[src/rtl/masked_local_max_peak_finder_unit_defines.svh]
// Assertion macros for the peak finder.
`ifndef MASKED_LOCAL_MAX_PEAK_FINDER_UNIT_DEFINES_SVH
`define MASKED_LOCAL_MAX_PEAK_FINDER_UNIT_DEFINES_SVH

`ifndef SYNTHESIS
`define MLMPF_ASSERT(name, prop) \
  name: assert property (@(posedge clk) disable iff (rst) prop) \
    else $error("mlmpf check failed");
`define MLMPF_ASSERT_NR(name, prop) \
  name: assert property (@(posedge clk) prop) \
    else $error("mlmpf reset check failed");
`else
`define MLMPF_ASSERT(name, prop)
`define MLMPF_ASSERT_NR(name, prop)
`endif

`endif

[src/rtl/mlmpf_pkg.sv]
package mlmpf_pkg;

  localparam int PIX_W     = 16;
  localparam int MASK_W    = 8;
  localparam int COL_W     = 11;
  localparam int ROW_W     = 12;
  localparam int CFG_W     = 16;
  localparam int CFG_IDX_W = 2;
  localparam int GEOM_W    = 12;

  localparam logic signed [PIX_W-1:0] HEIGHT_THR_RST = 16'sd20;
  localparam logic [GEOM_W-1:0]       MIN_SEP_RST    = 12'd10;
  localparam logic [GEOM_W-1:0]       FRAME_DIM_RST  = 12'd512;

  typedef enum logic [CFG_IDX_W-1:0] {
    REG_HEIGHT_THRESHOLD = 2'd0,
    REG_MIN_SEPARATION   = 2'd1,
    REG_FRAME_COLS       = 2'd2,
    REG_FRAME_ROWS       = 2'd3
  } cfg_reg_t;

  // square-and-accumulate unit control
  typedef struct packed {
    logic load;   // acc = a*a
    logic accum;  // acc = acc + a*a
  } mac_ctl_t;

endpackage

[src/rtl/mlmpf_mac.sv]
module mlmpf_mac #(
  parameter int DW = 13
) (
  input  logic                      clk,
  input  mlmpf_pkg::mac_ctl_t       ctl,
  input  logic signed [DW-1:0]      a,
  output logic signed [2*DW:0]      acc
);

  logic signed [2*DW-1:0] sq;

  assign sq = a * a;

  always_ff @(posedge clk) begin
    if (ctl.load) begin
      acc <= (2*DW+1)'(sq);
    end else if (ctl.accum) begin
      acc <= acc + (2*DW+1)'(sq);
    end
  end

endmodule

[config.mk]
export PLATFORM = sky130hd
export DESIGN_NAME = mlmpf_mac
export DESIGN_NICKNAME = d
export VERILOG_FILES = /design/src/rtl/masked_local_max_peak_finder_unit_defines.svh /design/src/rtl/mlmpf_pkg.sv /design/src/rtl/mlmpf_mac.sv
export SDC_FILE = /design/constraint.sdc
export NUM_CORES = 1
export LEC_CHECK = 0
export ABC_AREA = 1
export BUFFER_PORTS_ARGS = -buffer_cell sky130_fd_sc_hd__buf_2
export CORE_ASPECT_RATIO = 0.75
export CORE_UTILIZATION = 46
export DETAILED_ROUTE_END_ITERATION = 6
export PLACE_DENSITY_LB_ADDON = 0.12
export SETUP_SLACK_MARGIN = 0.15
export SLEW_MARGIN = 15
export SYNTH_ARGS = -nofsm -noshare
export SYNTH_HDL_FRONTEND = slang
export SYNTH_SLANG_ARGS = --single-unit
[constraint.sdc]
create_clock -name clk -period 20.1 [get_ports clk]
set_clock_uncertainty 0.1 [all_clocks]
set_input_delay 2.01 -clock clk [delete_from_list [all_inputs] [get_ports clk]]
set_output_delay 2.01 -clock clk [all_outputs]
set_load 0.01 [all_outputs]
==> out/summary.txt <==
Status - finished, final reports clean
Number of port buffers - 42
Largest regs - acc x27
Via Count - 7374
Layout cells sized above 1 - 6.20%
Slew @ Worst Pin - 0.810 ns
CP Data Required Time - 20.04 ns
Fmax - 111 MHz
Drt drc - 0
Synth Area in Simple Gates - 21.9%
Worst skew pair latency - 0.28 ns
Post-Route Utilization - 50.3%
Chip height - 123 um
Worst path bufs/invs - 3
GP Congestion - 0.934
Clock tree sinks - 27
Syn_area_per_cell - 7.51 um^2
Distinct cells, synth - 38
CTS tree - done
Die X - 163 um
Synth-to-Final Area Change - 5.77%
H-tree lvl count - 1
Detailed-placement wirelength estimate - 18800 um
WL final - 21900 um
Mapped cell area - 0.00891 mm^2
# IOs - 43
Largest net degree at the start of global routing - 34
Most flop-heavy register - acc
Post-synthesis mux area share - 0%
Seq/Total Area, Yosys - 9.10%
Initial Util - 47.6%
DRT Pass-1 Iters - 5
Critical Path Start Type - input pin
Ys Warns - 0
Placeable Area - 0.0187 mm^2
Worst hold path class - reg2reg
Vias in the first global route - 6966
Max incr delay on CP - 0.82 ns
Global-route wire length before repair - 35500 um
Num CTS Buffers - 3
ANT nets after route - 0
Crit. End Element - register
Syn nets - 1444
Slowest library cell on the worst path - fa_1
Setup bufs post-CTS - 0
Final period utilization - 44.9%
Largest family of logic cells by synthesized area - adder cells
Commonest non-fill, non-tap cells in the layout - 304 x nand2_1, 272 x inv_1, 140 x fa_1, 102 x ha_1, 70 x nor2_1
Tmin final - 9.03 ns
Max Slew Vio Count - 0
CP Class - in2reg
Initial antenna violation count - 0
Adder-cell share of the synthesized area - 45.8%
Compound-Gate Fraction of Synth Area - 7.30%
DR iter-0 viols - 509
Critical Path AT - 8.96 ns
CTS root buf - clkbuf_16
Maximum fanout along the worst path - 20
Synth Area in XOR/XNOR - 3.13%
Post-Syn Instances - 1186
GRT Overall Usage - 22.8%
Cts hold-fix bufs - 0
Crit path max-delay family - adder cells
Clock-pin slew on the worst setup and hold paths - 0.08 ns
Fin. Hold Viols - 0
Commonest non-fill, non-tap cell in the layout - nand2_1
Unrepaired setup endpoints after global routing - false
Wire per inst - 15.0 um
Row cnt - 43
Via-to-Cell Ratio - 5.06
MaxCap Viol Count - 0
Die Area - 0.0199 mm^2
Antenna diodes - 0
# setup viols final - 0
Fill count - 1932
Post-layout net count - 1469
Max_slew headroom - 46.0%
Synthesized flop and latch total - 27
CTS resizes - 0
Clk buf depth - 2
Total gr overflow - 0
Largest register FFs - 27
CP dominant cell by count - nand2_1
Setup TNS - 0 ns
[kinds of logic after synthesis]
logic type | after synthesis
flip-flops | 27
AO/OA/AOI/OAI | 114
XOR/XNOR | 31
buffers and inverters | 301
other | 1
AND/OR/NAND/NOR | 470
adder cells (fa/ha/maj) | 242
[synth_stat cells, drive strengths merged]
library cell	n	area, um^2
nor2	73	282
nand3b	5	37.5
a31o	1	8.76
inv	279	1050
or2	8	50.1
a21o	4	30.0
nor3	5	25.0
nand3	51	260
xnor2	14	123
xor2	17	156
and2	6	37.5
fa	140	2800
clkbuf	19	71.3
ha	102	1280
nand4	13	81.3
a21oi	54	282
conb	1	3.75
a21boi	2	18.8
nor4	4	31.3
edfxtp	27	811
o2111ai	1	8.76
a31oi	2	12.5
o21bai	10	75.1
nand2	305	1150
o21ai	40	215
buf	3	13.8
[path summary, 6_finish.rpt]
check,from,cells after the start,slack [ns],to
worst max register to register,acc[2],12,17.62,acc[25]
worst max-delay path,a[12],25,11.07,acc[24]
worst min-delay path,acc[0],3,0.59,acc[0]
worst min register to register,acc[0],3,0.59,acc[0]
[metal layers]
| layer | track usage [%] | part of all wire, % |
|---|---|---|
| met1 | 36.0 | 50 |
| met2 | 33.6 | 42 |
| met3 | 3.99 | 7.6 |
| met4 | 1.23 | 0.30 |
| met5 | 0 | 0 |
[through the flow]
step	hold WS (ns)	std cells	cell area (um^2)	worst slack, ns
3_3_place_gp	0.566	1453	9340	10.97
5_1_grt	0.632	1457	9420	10.61
6_report	0.594	1457	9420	11.07
3_5_place_dp	0.584	1453	9340	10.99
2_1_floorplan	0.606	1186	8910	11.78
4_1_cts	0.601	1457	9420	11.25
[cell type report]
type                            count  area, um^2  share of cell area (%)
Multi-Input combinational cell    858        6960                    73.9
Inverter                          279        1050                    11.1
Timing Repair Buffer               42         210                    2.23
Clock inverter                      1        5.00                  0.0531
Clock buffer                        3        75.1                   0.797
Sequential cell                    27         811                    8.61
Tap cell                          247         309                    3.28
[worst reg2reg max path: stages (launching register included)]
cell,delay [ns]
edfxtp_1,0.42
ha_1,0.40
nand2_1,0.09
o21ai_2,0.24
nand3_1,0.11
nand2_1,0.22
nand2_1,0.11
nand2_2,0.12
nand2_1,0.14
nand3_1,0.11
nand2_1,0.05
nand3_1,0.06
nand2_1,0.06
Power is left out: the tool's default activity adds up to more than one toggle a clock period on the data nets, which glitch-free logic cannot reach.
